$ cat src/rtl/tcgr_pkg.sv
// Shared types and constants for the text console glyph renderer.
package tcgr_pkg;

  localparam int AddrW   = 48;
  localparam int PixW    = 16;
  localparam int ColorW  = 32;
  localparam int CurW    = 10;
  localparam int CountW  = 11;
  localparam int GwW     = 5;
  localparam int GhW     = 6;
  localparam int PitchW  = 16;
  localparam int MulW    = 16;
  localparam int ApbAw   = 6;
  localparam int ApbDw   = 64;
  localparam int RowCapAbs = 32;

  localparam logic [7:0] ChBackspace = 8'h08;
  localparam logic [7:0] ChNewline   = 8'h0A;
  localparam logic [7:0] ChPrintLo   = 8'h20;
  localparam logic [7:0] ChPrintEnd  = 8'h7F;

  localparam logic [CountW-1:0] CursorLimit = 11'd1024;

  localparam logic [AddrW-1:0]  FrameBaseRst  = '0;
  localparam logic [PitchW-1:0] LinePitchRst  = 16'd4096;
  localparam logic [GwW-1:0]    GlyphWidthRst = 5'd8;
  localparam logic [GhW-1:0]    GlyphHeightRst = 6'd16;
  localparam logic [CountW-1:0] TextColsRst   = 11'd80;
  localparam logic [CountW-1:0] TextRowsRst   = 11'd25;
  localparam logic [ColorW-1:0] TextColorRst  = 32'h0000ff;

  typedef enum logic [2:0] {
    REG_FRAME_BASE   = 3'd0,
    REG_LINE_PITCH   = 3'd1,
    REG_GLYPH_WIDTH  = 3'd2,
    REG_GLYPH_HEIGHT = 3'd3,
    REG_TEXT_COLUMNS = 3'd4,
    REG_TEXT_ROWS    = 3'd5,
    REG_TEXT_COLOR   = 3'd6
  } reg_idx_e;

  typedef struct packed {
    logic [AddrW-1:0]  frame_base;
    logic [PitchW-1:0] line_pitch;
    logic [GwW-1:0]    glyph_width;
    logic [GhW-1:0]    glyph_height;
    logic [CountW-1:0] text_columns;
    logic [CountW-1:0] text_rows;
    logic [ColorW-1:0] text_color;
  } cfg_t;

endpackage

$ cat src/rtl/tcgr_cfg.sv
// APB configuration register file.
module tcgr_cfg
  import tcgr_pkg::*;
(
  input  logic             clk_i,
  input  logic             rst_ni,
  input  logic             psel,
  input  logic             penable,
  input  logic             pwrite,
  input  logic [ApbAw-1:0] paddr,
  input  logic [ApbDw-1:0] pwdata,
  output logic [ApbDw-1:0] prdata,
  output logic             pready,
  output cfg_t             cfg_o
);

  cfg_t     cfg_q;
  logic     wr;
  reg_idx_e idx;

  assign pready = 1'b1;
  assign wr     = psel && penable && pwrite;
  assign idx    = reg_idx_e'(paddr[ApbAw-1:3]);

  always_ff @(posedge clk_i or negedge rst_ni) begin
    if (!rst_ni) begin
      cfg_q.frame_base   <= FrameBaseRst;
      cfg_q.line_pitch   <= LinePitchRst;
      cfg_q.glyph_width  <= GlyphWidthRst;
      cfg_q.glyph_height <= GlyphHeightRst;
      cfg_q.text_columns <= TextColsRst;
      cfg_q.text_rows    <= TextRowsRst;
      cfg_q.text_color   <= TextColorRst;
    end else if (wr) begin
      unique case (idx)
        REG_FRAME_BASE:   cfg_q.frame_base   <= pwdata[AddrW-1:0];
        REG_LINE_PITCH:   cfg_q.line_pitch   <= pwdata[PitchW-1:0];
        REG_GLYPH_WIDTH:  cfg_q.glyph_width  <= pwdata[GwW-1:0];
        REG_GLYPH_HEIGHT: cfg_q.glyph_height <= pwdata[GhW-1:0];
        REG_TEXT_COLUMNS: cfg_q.text_columns <= pwdata[CountW-1:0];
        REG_TEXT_ROWS:    cfg_q.text_rows    <= pwdata[CountW-1:0];
        REG_TEXT_COLOR:   cfg_q.text_color   <= pwdata[ColorW-1:0];
        default: ;
      endcase
    end
  end

  always_comb begin
    prdata = '0;
    unique case (idx)
      REG_FRAME_BASE:   prdata = ApbDw'(cfg_q.frame_base);
      REG_LINE_PITCH:   prdata = ApbDw'(cfg_q.line_pitch);
      REG_GLYPH_WIDTH:  prdata = ApbDw'(cfg_q.glyph_width);
      REG_GLYPH_HEIGHT: prdata = ApbDw'(cfg_q.glyph_height);
      REG_TEXT_COLUMNS: prdata = ApbDw'(cfg_q.text_columns);
      REG_TEXT_ROWS:    prdata = ApbDw'(cfg_q.text_rows);
      REG_TEXT_COLOR:   prdata = ApbDw'(cfg_q.text_color);
      default:          prdata = '0;
    endcase
  end

  assign cfg_o = cfg_q;

endmodule

$ cat config.mk
export PLATFORM = sky130hd
export DESIGN_NAME = tcgr_cfg
export DESIGN_NICKNAME = d
export VERILOG_FILES = /design/src/rtl/tcgr_pkg.sv /design/src/rtl/tcgr_cfg.sv
export SDC_FILE = /design/constraint.sdc
export NUM_CORES = 1
export LEC_CHECK = 0
export BUFFER_PORTS_ARGS = -buffer_cell sky130_fd_sc_hd__buf_2
export CAP_MARGIN = 25
export CORE_ASPECT_RATIO = 1.25
export CORE_UTILIZATION = 51
export DETAILED_ROUTE_END_ITERATION = 10
export HOLD_SLACK_MARGIN = 0.08
export PLACE_DENSITY = 0.85
export SLEW_MARGIN = 20
export SYNTH_ARGS = -nofsm -noshare
export SYNTH_HDL_FRONTEND = slang
export SYNTH_SLANG_ARGS = --single-unit
$ cat constraint.sdc
create_clock -name clk_i -period 3.1 [get_ports clk_i]
set_clock_uncertainty 0.15 [all_clocks]
set_input_delay 0.31 -clock clk_i [delete_from_list [all_inputs] [get_ports clk_i]]
set_output_delay 0.31 -clock clk_i [all_outputs]
set_load 0.005 [all_outputs]
==> impl_summary.md <==
Run status
The flow ran to the end, and the final reports show no timing, DRC or antenna violations.

Synthesis
The xor and xnor fraction of the mapped netlist area is 0%. The multiplexer area fraction after synthesis is between 20% and 30%. The number of instances in the synthesized netlist is about 440. The combinational family with the most area after synthesis is multiplexers. The synthesized design contains 0 enable-type register cells.

Ranked by instance count, the synthesized netlist is headed by sky130_fd_sc_hd__dfrtp_1 (113), sky130_fd_sc_hd__mux2_2 (109), sky130_fd_sc_hd__buf_4 (27), sky130_fd_sc_hd__mux2i_1 (27), sky130_fd_sc_hd__mux2_1 (22). The simple-gate area share of the yosys netlist is about 6%. The synthesized-area fraction occupied by ao, oa, aoi and oai cells is under 10%. The count of yosys warnings during synthesis is 0.

Ranked by total cell area, the synthesized netlist is headed by sky130_fd_sc_hd__dfrtp_1 (47%), sky130_fd_sc_hd__mux2_2 (20%), sky130_fd_sc_hd__dfstp_2 (6.9%). By instance count, the leading cell after synthesis is sky130_fd_sc_hd__dfrtp_1. The cell taking the most area after synthesis is sky130_fd_sc_hd__dfrtp_1. The summed instance area of the synthesized netlist is between 0.006 and 0.007 mm2. The commonest register cell after synthesis is sky130_fd_sc_hd__dfrtp_1. Counting flops with an async set or reset pin after synthesis yields a share of 100%. The synthesized design contains between 100 and 150 register bits.

The number of library cell types mapped by synthesis is 37. Of the total synthesized cell area, the portion taken by full adders, half adders and majority gates is 0%. The fraction of synthesized cell area taken by the top area cell type is between 40% and 50%. The post-synthesis average cell area is 13.9 um2.

The share of the Yosys chip area taken by registers is between 50% and 60%.

Clock tree
In this run, post-CTS repair resized a total of 0 instances. The clock reaches the later pin of the worst-skew pair after about 0.41 ns. The number of sinks handled by clock tree synthesis is 129. Clock tree synthesis selected as its root buffer the cell sky130_fd_sc_hd__clkbuf_16. Buffers inserted during clock tree synthesis total 17. In this run the number of H-tree levels came out at 4. Clock-pin slew was measured on the worst setup and hold paths at about 0.060 ns. The clock tree from TritonCTS is yes. The longest clock path from root to sink contains 2 buffers.

Critical path
In this run the critical register-to-register path is launched from cfg_o[101]$_DFFE_PN0P_. The critical path endpoint category is an output port. The master of the slowest instance on the critical path is sky130_fd_sc_hd__or2_1. Along the worst path, the maximum fanout reaches 32. In this run the worst setup path begins at paddr[5]. The highest cell delay on the worst timing path is roughly 0.53 ns.

The setup slack of the most critical reg-to-reg path is roughly 2.1 ns. The cell that appears most often on the critical path is sky130_fd_sc_hd__buf_2. By startpoint and endpoint, the worst setup path is classified as in -> out. The data required time at the worst endpoint is 2.64 ns. Walking the worst path, the cells encountered are buf_2 -> or2_1 -> nor2_2 -> buf_4 -> a22o_1 -> buf_2. The arrival time reported for the critical path endpoint is 1.93 ns. The worst setup path is launched from an input port.

Drt
The first-pass iteration count of the detailed router is 5. The routed design has 18100 um of wire. Dividing the detail-routed wire length by the instance count gives a little over 20 um. The number of DRC markers after the initial detailed-route iteration is 165. Using the TritonRoute via totals, the vias-per-cell ratio works out to between 5 and 6.

The DRC violations left is 0. The overall via count from detail_route is 4799. The post-route antenna net violation count is 0.

Final layout
The area growth from synthesis to layout is 39.2%. The flip-flop count of the largest register, all copies and words added is 129. With fillers left out, the area of the finished cells amounts to 0.00844 mm2.

The final layout contains 792 nets. After filler insertion, the fill cell instance count of the layout stands at between 700 and 800. The fraction of layout cells with a size suffix above 1 is around 57%.

Power
The share of total power dissipated in combinational logic is about a fifth. In this run, the clock network consumes between 30% and 40% of the power. The sequential power share is between 40% and 50%. The fraction of power spent switching nets is between 20 and 30%.

The power density relative to cell area is 673 mW/mm2. The leakage power is ~4.3 nW. Across the VDD grid, the largest voltage drop is between 0.0004 and 0.0005 V. The internal power of the cells is 4.16 mW. The net load switching power is 1.52 mW.

STA
The share of the cycle needed by the critical path after routing is 77.0%. The minimum period implied by the final worst setup slack is 2.39 ns. Setup violations remaining at the end of the flow were counted as 0. The number of pins exceeding their max-slew limit in the final report is 0.

The worst pin sits at a relative slew slack of between 50% and 60%. The total count of hold-check failures in the final report is 0. The setup TNS is 0 ns. At the pin with the least slew margin, the transition time is about 0.66 ns. The maximum clock frequency is roughly 420 MHz.

Setup repair after global routing left no endpoint under its margin.

Floorplanning
The number of top-level design ports is around 270. Row generation in the floorplan step produced 44 rows. The die is ~100 um wide. In this run the vertical extent of the chip is 124 um. The initial utilization of the core area, before any placement, comes to around 52%. The floorplan step defined a core boundary enclosing between 0.01 and 0.015 mm2.

The die covers 0.0123 mm2.

GRT
Entering global routing, the biggest net connects a little over 60 pins. The number of antenna violations at the first check in global routing is 0. The global-route usage over all layers is between 30% and 40%. The number of global-route vias before repair came to a little under 5000. The total overflow left after global routing is 0.

The first-pass GRT wire length is approximately 27000 um.

Worst hold path
The critical hold path startpoint is pwdata[4]. The worst hold path class is in -> reg.

Place
Routability-driven placement finished with a final weighted congestion of about 0.86. In this run the tool buffered the top-level ports with 232 buffer cells. Summing all placed instances gives a cell area of roughly 0.0073 mm2. The post-DP HPWL is about 11000 um.

Run
Across the run, the number of max-cap violations was 0.
## critical path, delay by kind of cell
| kind | cells | cell delay (ns) |
|---|---|---|
| buffers and inverters | 3 | 0.73 |
| AOI/OAI and AO/OA | 1 | 0.30 |
| and+or+nand+nor | 2 | 0.57 |
## cell type report
type                            count  area (um2)  area share, %
Antenna cell                        1        2.50         0.0296
Clock buffer                       20         457           5.41
Clock inverter                     12         205           2.43
Multi-Input combinational cell    277        2550           30.3
Sequential cell                   129        3250           38.5
Tap cell                          161         201           2.39
Timing Repair Buffer              292        1770           21.0
## metal layers
metal	GRT usage (%)	wire, um
met5	0	0
met4	12.5	379
met3	8.59	1170
met2	51.2	9250
met1	36.9	7330
## cell usage in the layout (no fill, tap or decap), drive strengths merged, types with 2 or more instances in the layout
| cell type | netlist | routed |
|---|---|---|
| mux2i | 27 | 27 |
| a22o | 19 | 19 |
| clkbuf | 4 | 20 |
| and2 | 16 | 16 |
| a21boi | 5 | 5 |
| nand3b | 2 | 2 |
| nand2b | 7 | 7 |
| dfstp | 16 | 16 |
| conb | 2 | 17 |
| nor2 | 15 | 15 |
| bufinv | 0 | 5 |
| clkinv | 0 | 4 |
| nand4b | 2 | 2 |
| mux2 | 131 | 131 |
| or2 | 4 | 4 |
| dlygate4sd3 | 0 | 48 |
| nand2 | 6 | 6 |
| nor2b | 2 | 2 |
| o2bb2ai | 5 | 5 |
| buf | 41 | 244 |
| dfrtp | 113 | 113 |
| o21ai | 2 | 2 |
| clkinvlp | 0 | 2 |
| a31oi | 4 | 4 |
| a2bb2oi | 5 | 5 |
## power groups by stage
stage	Combinational [mW]	Clock, mW	Sequential, mW
after detailed placement	1.05	0	2.33
after global routing	1.22	2.33	2.38
after floorplan	0.478	0	2.31
after CTS	1.11	2.25	2.32
final	1.11	2.23	2.33
after global placement	1.02	0	2.30
## worst paths after layout
kind	end	cells past startpoint
worst max-delay path	prdata[26]	6
worst min-delay path	cfg_o[69]$_DFFE_PN0P_	2
worst max register to register	cfg_o[101]$_DFFE_PN0P_	1
worst min register to register	cfg_o[91]$_DFFE_PN0P_	1
max in group asynchronous	cfg_o[49]$_DFFE_PN1P_	3
min in group asynchronous	cfg_o[69]$_DFFE_PN0P_	2
## kinds of logic after synthesis
logic type | count (synthesis)
buffers and inverters | 45
and+or+nand+nor | 57
other | 2
DFF | 129
AOI/OAI and AO/OA | 44
muxes | 159
## stage by stage
step,hold slack (ns),total power [mW],setup WS (ns),instances,utilization (%)
after global placement,0.193,3.32,0.745,811,62.8
final,0.0988,5.68,0.713,892,72.7
after detailed placement,0.193,3.39,0.694,811,62.8
after CTS,0.0872,5.68,0.717,891,72.6
after global routing,0.104,5.92,0.640,891,72.6
after floorplan,-0.136,2.79,1.42,451,-
## timing repair
| action | in CTS | in global routing |
|---|---|---|
| buffers inserted | 0 | 0 |
| hold buffers | 48 | 0 |
| endpoints found under the hold margin | 148 | 0 |
(Power assumes the default switching activity.)
