[src/rtl/tcgr_pkg.sv]
// Shared types and constants for the text console glyph renderer.
package tcgr_pkg;

  localparam int AddrW   = 48;
  localparam int PixW    = 16;
  localparam int ColorW  = 32;
  localparam int CurW    = 10;
  localparam int CountW  = 11;
  localparam int GwW     = 5;
  localparam int GhW     = 6;
  localparam int PitchW  = 16;
  localparam int MulW    = 16;
  localparam int ApbAw   = 6;
  localparam int ApbDw   = 64;
  localparam int RowCapAbs = 32;

  localparam logic [7:0] ChBackspace = 8'h08;
  localparam logic [7:0] ChNewline   = 8'h0A;
  localparam logic [7:0] ChPrintLo   = 8'h20;
  localparam logic [7:0] ChPrintEnd  = 8'h7F;

  localparam logic [CountW-1:0] CursorLimit = 11'd1024;

  localparam logic [AddrW-1:0]  FrameBaseRst  = '0;
  localparam logic [PitchW-1:0] LinePitchRst  = 16'd4096;
  localparam logic [GwW-1:0]    GlyphWidthRst = 5'd8;
  localparam logic [GhW-1:0]    GlyphHeightRst = 6'd16;
  localparam logic [CountW-1:0] TextColsRst   = 11'd80;
  localparam logic [CountW-1:0] TextRowsRst   = 11'd25;
  localparam logic [ColorW-1:0] TextColorRst  = 32'h0000ff;

  typedef enum logic [2:0] {
    REG_FRAME_BASE   = 3'd0,
    REG_LINE_PITCH   = 3'd1,
    REG_GLYPH_WIDTH  = 3'd2,
    REG_GLYPH_HEIGHT = 3'd3,
    REG_TEXT_COLUMNS = 3'd4,
    REG_TEXT_ROWS    = 3'd5,
    REG_TEXT_COLOR   = 3'd6
  } reg_idx_e;

  typedef struct packed {
    logic [AddrW-1:0]  frame_base;
    logic [PitchW-1:0] line_pitch;
    logic [GwW-1:0]    glyph_width;
    logic [GhW-1:0]    glyph_height;
    logic [CountW-1:0] text_columns;
    logic [CountW-1:0] text_rows;
    logic [ColorW-1:0] text_color;
  } cfg_t;

endpackage

[src/rtl/tcgr_mul.sv]
// Shared 16x16 multiplier with registered product.
module tcgr_mul
  import tcgr_pkg::*;
(
  input  logic                clk_i,
  input  logic                en_i,
  input  logic [MulW-1:0]     a_i,
  input  logic [MulW-1:0]     b_i,
  output logic [2*MulW-1:0]   prod_o
);

  logic [2*MulW-1:0] prod_q;

  always_ff @(posedge clk_i) begin
    if (en_i) begin
      prod_q <= a_i * b_i;
    end
  end

  assign prod_o = prod_q;

endmodule

[config.mk]
export PLATFORM = sky130hd
export DESIGN_NAME = tcgr_mul
export DESIGN_NICKNAME = d
export VERILOG_FILES = /design/src/rtl/tcgr_pkg.sv /design/src/rtl/tcgr_mul.sv
export SDC_FILE = /design/constraint.sdc
export NUM_CORES = 1
export LEC_CHECK = 0
export ABC_AREA = 1
export BUFFER_PORTS_ARGS = -buffer_cell sky130_fd_sc_hd__buf_4
export CELL_PAD_IN_SITES_DETAIL_PLACEMENT = 0
export CELL_PAD_IN_SITES_GLOBAL_PLACEMENT = 2
export CORE_MARGIN = 2
export CORE_UTILIZATION = 41
export DETAILED_ROUTE_END_ITERATION = 16
export GPL_ROUTABILITY_DRIVEN = 0
export PLACE_DENSITY = 0.95
export SLEW_MARGIN = 20
export SYNTH_ARGS = -nofsm -noshare
export SYNTH_HDL_FRONTEND = slang
export SYNTH_SLANG_ARGS = --single-unit
[constraint.sdc]
create_clock -name clk_i -period 21.6 [get_ports clk_i]
set_clock_uncertainty 0.15 [all_clocks]
set_input_delay 6.48 -clock clk_i [delete_from_list [all_inputs] [get_ports clk_i]]
set_output_delay 6.48 -clock clk_i [all_outputs]
set_load 0.02 [all_outputs]
==> metrics.md, run 1 <==
| Metric | Value |
|---|---|
| Initial antenna violation count | 0 |
| # IOs | 66 |
| Post-cts sizing count | 0 |
| # setup viols final | 0 |
| Via Count | 8027 |
| Post-Syn Area | ~10000 sq um |
| Post-synthesis cell type count | 22 |
| Synth top area share | 37.2% |
| Pre-antenna DRT Iters | 6 |
| Worst-path clk slew | 0.06 ns |
| RSZ-0062 raised after global routing | false |
| Synth Flop Type | edfxtp_1 |
| Num CTS Buffers | 5 |
| Largest net degree at the start of global routing | 33 |
| Worst-margin pin slew | 0.456 ns |
| DP Wirelength | 21600 um |
| Maxcap violations | 0 |
| GRT Total Usage | 20.7% |
| Number of flip-flops under the largest register name | 32 |
| DR WL/cell | 14.9 um |
| Min-Delay Startpoint | b_i[0] |
| Syn nets | roughly 1700 |
| Vias in the first global route | roughly 8400 |
| Final Cycle Share | 52.9% |
| Filler cells | 2600 |
| Core area | 25100 sq um |
| Die Area | 26700 sq um |
| Slowest CP cell | fa_1 |
| Relative slew slack | 69.6% |
| Synthesized flop and latch total | 32 |
| Final wirelength | roughly 26000 um |
| CP max FO | 16 |
| Row Count | 58 |
| DRC viols | 0 |
| CTS Buffer Depth | 2 |
| Die Width | approximately 160 um |
| Critical Path RT | 21.50 ns |
| Fin crit period | 11.43 ns |
| Worst slack, placed | ~9.9 ns |
| Mean post-synth cell area | 7.45 sq um |
| First-pass GRT wire length | 43100 um |
| CTS tree | done |
| Slowest stage delay, CP | 0.57 ns |
| Slew Viols, Final | 0 |
| Synthesized instance count | roughly 1400 |
| Initial Utilization | 41.5% |
| Synthesis warning total | 0 |
| Clk sink count | 32 |
| PnR worst setup slack | ~10 ns |
| Nets | 1741 |
| Most common library cells after synthesis | nand2_1 (450), inv_1 (433), fa_1 (194) |
| CP Cell Sequence | buf_4 -> nand2_1 -> fa_1 -> fa_1 -> fa_1 -> fa_1 -> inv_1 -> fa_1 -> inv_1 -> fa_1 -> inv_1 -> ha_1 -> nand2_2 -> inv_1 -> nand2_1 -> nand3_1 -> inv_1 -> nand3_2 -> nand2_1 -> nand2_1 -> nand2_1 -> nand2_1 |
| Fin. Hold Viols | 0 |
| Most numerous cell in the Yosys netlist | nand2_1 |
| Clock root buffer | clkbuf_16 |
| Antenna violation net count after detailed routing | 0 |
| Cts hold-fix bufs | 0 |
| Synth top area cells | fa_1 (37%), nand2_1 (16%), inv_1 (16%) |
| Startpoint Class | primary input |
| Die H | 164 um |
| Initial DRC Count | 356 |
| Area Overhead vs Synth | 7.76% |
| TNS Setup | 0 ns |
| Via-to-Cell Ratio | 4.61 |
| Grt ovf | 0 |
| Critical path launch point | b_i[1] |
| H-Tree Depth | 2 |
| Outcome | completed |
| # diodes | 0 |
| CP Data Arrival Time | 11.33 ns |
| CP endpoint kind | flop |
| Layout cell share with drive strength beyond 1 | 6.74% |
| Cell taking the most area after synthesis | fa_1 |
| Post-synth EDFFs | 32 |
| Post-CTS Setup Bufs | 0 |
| Post-synthesis sequential area ratio | 9.21% |
| PortBufs | 65 |
| Fraction of registers with async set/reset | 0% |
| Hold/Removal Path Class | primary input to flop |
| CP Class | primary input to flop |
| FMAX | 0.0875 GHz |
-- worst paths after layout --
| check | end | slack (ns) | depth (start not counted) |
|---|---|---|---|
| setup / recovery | prod_o[29] | 10.17 | 22 |
| hold / removal | prod_o[0] | 6.50 | 3 |
-- cell usage in the layout, fill, tap and decap left out, types with 8 or more instances in the layout --
master	n
nand2_2	8
edfxtp_1	32
ha_1	104
nand3_1	27
nand2_1	450
a21oi_1	17
nor2_1	33
inv_1	433
buf_4	65
fa_1	194
xor2_1	15
-- cells by family after synthesis --
logic type,share of synthesized area (%)
buffers and inverters,17.9
AND/OR/NAND/NOR,20.7
adder cells (fa/ha/maj),49.7
flip-flops,9.21
XOR/XNOR,1.51
AO/OA/AOI/OAI,0.960
-- layer usage --
layer,global-route usage (%),vias up,share of wire [%]
li1,-,3932,-
met3,2.13,25,3.3
met1,28.1,3921,46
met2,36.4,149,50
met5,0,-,0
met4,3.35,0,1.4
-- cell type report --
type | count | area [sq um] | share of cell area [%]
multi-input cells | 872 | 7610 | 67.7
clock buffers | 5 | 125 | 1.11
flip-flops and latches | 32 | 961 | 8.55
inverters | 433 | 1630 | 14.5
clock inverters | 3 | 23.8 | 0.211
repair buffers | 65 | 488 | 4.34
well taps | 330 | 413 | 3.67
-- through the flow --
step	area [sq um]	instances	hold slack (ns)	util, %
floorplan	10400	1401	6.44	-
global placement	11100	1732	6.76	44.2
detailed placement	11100	1732	6.76	44.2
CTS	11200	1740	6.49	44.8
global route	11200	1740	6.53	44.8
finish	11200	1740	6.50	44.8
-- critical path, delay by kind of cell --
family	cells	cell delay [ns]
AND/OR/NAND/NOR	9	0.90
adder cells (fa/ha/maj)	7	3.41
buffers and inverters	6	0.55
Power of run 1 is left out: the tool's default activity adds up to more than one toggle a clock period on the data nets, which glitch-free logic cannot reach.
==> inputs of run 2 (changes only) <==
--- a/config.mk
+++ b/config.mk
@@ -10,10 +10,10 @@
 export CELL_PAD_IN_SITES_DETAIL_PLACEMENT = 0
 export CELL_PAD_IN_SITES_GLOBAL_PLACEMENT = 2
 export CORE_MARGIN = 2
-export CORE_UTILIZATION = 41
+export CORE_UTILIZATION = 38
 export DETAILED_ROUTE_END_ITERATION = 16
 export GPL_ROUTABILITY_DRIVEN = 0
-export PLACE_DENSITY = 0.95
+export PLACE_DENSITY = 0.91
 export SLEW_MARGIN = 20
 export SYNTH_ARGS = -nofsm -noshare
 export SYNTH_HDL_FRONTEND = slang
==> constraint.sdc (replaced) <==
create_clock -name clk_i -period 11.9 [get_ports clk_i]
set_clock_uncertainty 0.15 [all_clocks]
set_input_delay 3.57 -clock clk_i [delete_from_list [all_inputs] [get_ports clk_i]]
set_output_delay 3.57 -clock clk_i [all_outputs]
set_load 0.02 [all_outputs]
==> metrics.md, run 2 (synthesized netlist as in run 1, its figures left out) <==
| Metric | Value |
|---|---|
| Outcome | completed |
| Final wirelength | 26900 um (+3.6%) |
| Final Util | 41.8% (-3.0 points) |
| Commonest non-fill, non-tap cell in the layout | nand2_1 |
| CTS tree | done |
| Number of flip-flops under the largest register name | 32 (unchanged) |
| Initial DRC Count | 429 (+21%) |
| Slew Viols, Final | 0 (unchanged) |
| Relative slew slack | 67.8% (-1.8 points) |
| Hold/Removal Path Class | primary input to flop |
| Area Overhead vs Synth | 7.89% |
| Cts hold-fix bufs | 0 (unchanged) |
| # IOs | 66 (unchanged) |
| Nets | 1741 (unchanged) |
| DR WL/cell | 15.4 um (+2.9%) |
| Filler cells | 2808 (+8.0%) |
| DRC viols | 0 (unchanged) |
| Initial Utilization | 38.7% (-2.8 points) |
| CP Data Arrival Time | 8.45 ns (-2.88 ns) |
| GRT Total Usage | 19.9% (-0.75 points) |
| Slowest stage delay, CP | 0.54 ns (-0.03 ns) |
| Via Count | 8087 (+0.75%) |
| Grt ovf | 0 (unchanged) |
| Fin crit period | roughly 8.6 ns |
| Initial antenna violation count | 0 (unchanged) |
| Dpl cell area | 11100 sq um (+0.12%) |
| Most used cell, CP | fa_1 |
| Post-cts sizing count | 0 (unchanged) |
| Vias in the first global route | 8476 (+1.2%) |
| Slowest CP cell | fa_1 |
| Worst-path clk slew | 0.06 ns (about the same) |
| Die Width | 170 um (+3.8%) |
| CP endpoint kind | flop |
| Row Count | 60 (+3.4%) |
| Clock root buffer | clkbuf_16 |
| CP Buf/Inv Count | 6 (unchanged) |
| Core area | 27000 sq um (+7.3%) |
| Num CTS Buffers | 5 (unchanged) |
| Design Area, Final | 11300 sq um (+0.12%) |
| DP Wirelength | 22200 um (+2.9%) |
| # diodes | 0 (unchanged) |
| # setup viols final | 0 (unchanged) |
| Worst slack, placed | 3.03 ns (-6.83 ns) |
| PnR worst setup slack | 3.34 ns (-6.83 ns) |
| Worst-margin pin slew | 0.484 ns (+0.0274 ns) |
| Pre-antenna DRT Iters | 7 (+1) |
| H-Tree Depth | 2 (unchanged) |
| Crit-path leading delay family | adder cells |
| Clk sink count | 32 (unchanged) |
| CP Class | primary input to flop |
| CTS Buffer Depth | 2 (unchanged) |
| Maxcap violations | 0 (unchanged) |
| RSZ-0062 raised after global routing | false |
| PortBufs | 65 (unchanged) |
| CP Cell Sequence | buf_4 -> nand2_1 -> fa_1 -> inv_1 -> fa_1 -> inv_1 -> fa_1 -> inv_1 -> fa_1 -> fa_1 -> inv_1 -> fa_1 -> inv_1 -> ha_1 -> nand2_2 -> nor2_1 -> nand2_1 -> nor2_1 -> nand2_1 -> nand3_1 -> nand2_1 |
| Final Cycle Share | 72.0% |
| Die H | 170 um (+3.8%) |
| Critical Path RT | 11.79 ns (-9.71 ns) |
| Die Area | 28800 sq um (+7.7%) |
| TNS Setup | 0 ns (unchanged) |
| Layout cell share with drive strength beyond 1 | 6.74% (unchanged) |
| Startpoint Class | primary input |
| FMAX | 0.117 GHz |
| Post-CTS Setup Bufs | 0 (unchanged) |
| Antenna violation net count after detailed routing | 0 (unchanged) |
| Largest net degree at the start of global routing | 33 (unchanged) |
| Via-to-Cell Ratio | 4.62 (+0.11%) |
| First-pass GRT wire length | 44500 um (+3.4%) |
| CP max FO | 16 (unchanged) |
| Fin. Hold Viols | 0 (unchanged) |
| Most frequent cells in the layout | nand2_1 (450), inv_1 (433), fa_1 (194), ha_1 (104), buf_4 (65) |
-- run 2: cell counts in the layout (fill, tap and decap cells not counted) --
Identical to the previous run, type by type.
-- run 2: path summary, 6_finish.rpt --
| kind | from | to | slack [ns] | cells after the start |
|---|---|---|---|---|
| setup / recovery | a_i[7] | prod_o[29] | 3.34 | 21 |
| hold / removal | a_i[0] | prod_o[0] | 3.58 | 3 |
-- run 2: layout make-up --
class / count / area (sq um) / share of cell area [%]
multi-input cells: 872 / 7610 / 67.6
inverters: 433 / 1630 / 14.4
flip-flops and latches: 32 / 961 / 8.54
repair buffers: 65 / 488 / 4.34
well taps: 341 / 427 / 3.79
clock buffers: 5 / 125 / 1.11
clock inverters: 3 / 23.8 / 0.211
-- run 2: metal layers --
metal | GRT usage (%) | vias to the layer above | share of wire (%)
li1 | - | 3927 | -
met4 | 3.42 | 0 | 1.2
met3 | 2.45 | 27 | 4.7
met1 | 27.4 | 3959 | 45
met5 | 0 | - | 0
met2 | 34.3 | 174 | 49
-- run 2: stage by stage --
| step | instances | hold WS, ns |
|---|---|---|
| 2_1_floorplan | 1401 | 3.53 |
| 3_5_place_dp | 1743 | 3.85 |
| 3_3_place_gp | 1743 | 3.85 |
| 6_report | 1751 | 3.58 |
| 4_1_cts | 1751 | 3.58 |
| 5_1_grt | 1751 | 3.61 |
-- run 2: tightest hold or removal path: cells and delay by family --
kind                   cells  cell delay [ns]
buffers and inverters      2             0.27
and+or+nand+nor            1             0.07
Power of run 2 is left out for the same reason.
==> inputs of run 3 (changes only) <==
--- a/config.mk
+++ b/config.mk
@@ -5,12 +5,12 @@
 export SDC_FILE = /design/constraint.sdc
 export NUM_CORES = 1
 export LEC_CHECK = 0
-export ABC_AREA = 1
+export ABC_AREA = 0
 export BUFFER_PORTS_ARGS = -buffer_cell sky130_fd_sc_hd__buf_4
 export CELL_PAD_IN_SITES_DETAIL_PLACEMENT = 0
 export CELL_PAD_IN_SITES_GLOBAL_PLACEMENT = 2
 export CORE_MARGIN = 2
-export CORE_UTILIZATION = 38
+export CORE_UTILIZATION = 41
 export DETAILED_ROUTE_END_ITERATION = 16
 export GPL_ROUTABILITY_DRIVEN = 0
 export PLACE_DENSITY = 0.91
==> constraint.sdc (replaced) <==
create_clock -name clk_i -period 8.26 [get_ports clk_i]
set_clock_uncertainty 0.15 [all_clocks]
set_input_delay 2.478 -clock clk_i [delete_from_list [all_inputs] [get_ports clk_i]]
set_output_delay 2.478 -clock clk_i [all_outputs]
set_load 0.02 [all_outputs]
==> metrics.md, run 3 <==
| Metric | Value |
|---|---|
| Most common library cells after synthesis | inv_1 (224), fa_1 (194), nand2_1 (151) |
| GRT Total Usage | 19.9% (-0.033 points) |
| Post-synth EDFFs | 32 (unchanged) |
| Fin. Hold Viols | 0 (unchanged) |
| Min-Delay Startpoint | b_i[0] |
| Row Count | 56 (-6.7%) |
| Number of flip-flops under the largest register name | 32 (unchanged) |
| Vias in the first global route | 7579 (-11%) |
| Crit-path leading delay family | adder cells |
| Via-to-Cell Ratio | 5.07 (+9.7%) |
| Slowest stage delay, CP | 0.54 ns (about the same) |
| Synthesized instance count | 1036 (-26%) |
| CP Cell Sequence | buf_4 -> and2_1 -> fa_1 -> inv_1 -> fa_1 -> inv_1 -> fa_1 -> fa_1 -> fa_1 -> inv_1 -> fa_1 -> inv_1 -> ha_1 -> a21o_1 -> o21bai_1 -> a221o_1 -> a31oi_4 -> a31oi_1 -> xor2_1 |
| Critical Path RT | 8.13 ns (-3.66 ns) |
| H-Tree Depth | 2 (unchanged) |
| Hold/Removal Path Class | primary input to flop |
| TNS Setup | 0 ns (unchanged) |
| Filler cells | 2323 (-17%) |
| Non-filler instance count after layout | 1393 (-20%) |
| Grt ovf | 0 (unchanged) |
| DR WL/cell | 16.6 um (+8.1%) |
| Post-CTS Setup Bufs | 0 (unchanged) |
| Startpoint Class | primary input |
| DRC viols | 0 (unchanged) |
| Antenna violation net count after detailed routing | 0 (unchanged) |
| Nets | 1406 (-19%) |
| Core area | 23300 sq um (-14%) |
| # diodes | 0 (unchanged) |
| Worst-margin pin slew | 0.474 ns (-0.0101 ns) |
| Worst-path clk slew | 0.05 ns (about the same) |
| Most numerous cell in the Yosys netlist | inv_1 |
| Layout cell share with drive strength beyond 1 | 8.10% (+1.4 points) |
| CP Class | primary input to flop |
| DP Wirelength | 18800 um (-15%) |
| FMAX | 0.129 GHz |
| Fin crit period | 7.75 ns |
| Cell taking the most area after synthesis | fa_1 |
| Commonest non-fill, non-tap cell in the layout | inv_1 |
| Design Area, Final | 10500 sq um (-6.6%) |
| Area Overhead vs Synth | 9.23% |
| Final wirelength | 23100 um (-14%) |
| Fraction of registers with async set/reset | 0% (unchanged) |
| Synth Flop Type | edfxtp_1 |
| Maxcap violations | 0 (unchanged) |
| Synth top area share | 40.4% (+3.1 points) |
| Synthesis warning total | 0 (unchanged) |
| Post-cts sizing count | 0 (unchanged) |
| Outcome | completed |
| # IOs | 66 (unchanged) |
| Most used cell, CP | fa_1 |
| CP endpoint kind | flop |
| Initial Utilization | 41.4% (+2.7 points) |
| Synth top area cells | fa_1 (40%), ha_1 (14%), edfxtp_1 (10%) |
| CTS Buffer Depth | 2 (unchanged) |
| Syn nets | 1368 (-21%) |
| Relative slew slack | 68.2% (+0.46 points) |
| Die H | 157 um (-7.4%) |
| Clock root buffer | clkbuf_16 |
| Die Width | 157 um (-7.4%) |
| Post-Syn Area | 9620 sq um (-7.8%) |
| Slew Viols, Final | 0 (unchanged) |
| Most frequent cells in the layout | inv_1 (224), fa_1 (194), nand2_1 (151), and2_1 (126), ha_1 (104) |
| Dpl cell area | 10400 sq um (-6.6%) |
| Post-synthesis cell type count | 47 (+110%) |
| CP max FO | 16 (unchanged) |
| Synthesized flop and latch total | 32 (unchanged) |
| Clk sink count | 32 (unchanged) |
| # setup viols final | 0 (unchanged) |
| Hold path endpoint | prod_o[0] |
| Slowest CP cell | fa_1 |
| CTS tree | done |
| Post-synthesis sequential area ratio | 9.99% (+0.78 points) |
| CP Data Arrival Time | 7.62 ns (-0.83 ns) |
| Cts hold-fix bufs | 0 (unchanged) |
| Via Count | 7057 (-13%) |
| Pre-antenna DRT Iters | 5 (-2) |
| Final Cycle Share | about 94% |
| Mean post-synth cell area | 9.29 sq um (+25%) |
| Largest net degree at the start of global routing | 33 (unchanged) |
| RSZ-0062 raised after global routing | false |
| PortBufs | 65 (unchanged) |
| Num CTS Buffers | 5 (unchanged) |
| WHS Path Cells | 2 (-1) |
| Die Area | 24700 sq um (-14%) |
| Inst Count DP | 1386 (-20%) |
| CP Buf/Inv Count | 5 (-1) |
| Initial DRC Count | 281 (-34%) |
| First-pass GRT wire length | 38300 um (-14%) |
| Initial antenna violation count | 0 (unchanged) |
-- run 3: cell types whose count changed after synthesis, sizes merged, moves of 7 or more --
cell    change
o21ai      +17
a31oi       +7
clkbuf     -30
xor2        -7
nand3      -23
buf         +7
a21o       +11
inv       -209
xnor2      +16
nor2       -24
and2      +125
nand2     -307
nor3        +9
-- run 3: per-stage QoR --
step                setup WS [ns]  hold WS (ns)  utilization (%)
floorplan                   0.451          2.44                -
global placement            0.228          2.76             44.6
detailed placement          0.213          2.76             44.6
CTS                         0.505          2.50             45.2
global route                0.228          2.53             45.2
finish                      0.509          2.51             45.2
-- run 3: final cells by class --
class	count	area (sq um)	share of cell area (%)
inverter	224	841	8.00
sequential	32	961	9.14
tap	319	399	3.80
timing repair buffer	72	541	5.14
clock buffer	5	125	1.19
multi-input combinational	739	7640	72.7
clock inverter	2	7.51	0.0714
-- run 3: worst max-delay path by stage --
stage	startpoint	endpoint	slack (ns)	depth (start not counted)
floorplan	a_i[14]	prod_o[27]	0.45	20
global placement	b_i[4]	prod_o[29]	0.23	17
detailed placement	b_i[4]	prod_o[31]	0.21	19
CTS	b_i[4]	prod_o[31]	0.51	19
global route	a_i[10]	prod_o[26]	0.23	19
finish	b_i[4]	prod_o[27]	0.51	19
-- run 3: logic make-up (layout without fill, tap and decap cells) --
| logic type | count (synthesis) | count (layout) | share of synthesized area, % |
|---|---|---|---|
| compound gates | 84 | 84 | 5.96 |
| fa+ha+maj | 298 | 298 | 53.9 |
| simple gates | 330 | 330 | 17.1 |
| xor+xnor | 27 | 27 | 2.46 |
| flops | 32 | 32 | 9.99 |
| buf+inv | 265 | 303 | 10.7 |
-- run 3: layer usage --
metal	track usage (%)	wire (um)	share of wire, %	up-vias
li1	-	-	-	3220
met1	25.7	9810	42	3672
met2	36.0	12100	52	137
met3	2.04	817	3.5	28
met4	4.29	449	1.9	0
met5	0	0	0	-
Power of run 3 is left out for the same reason.
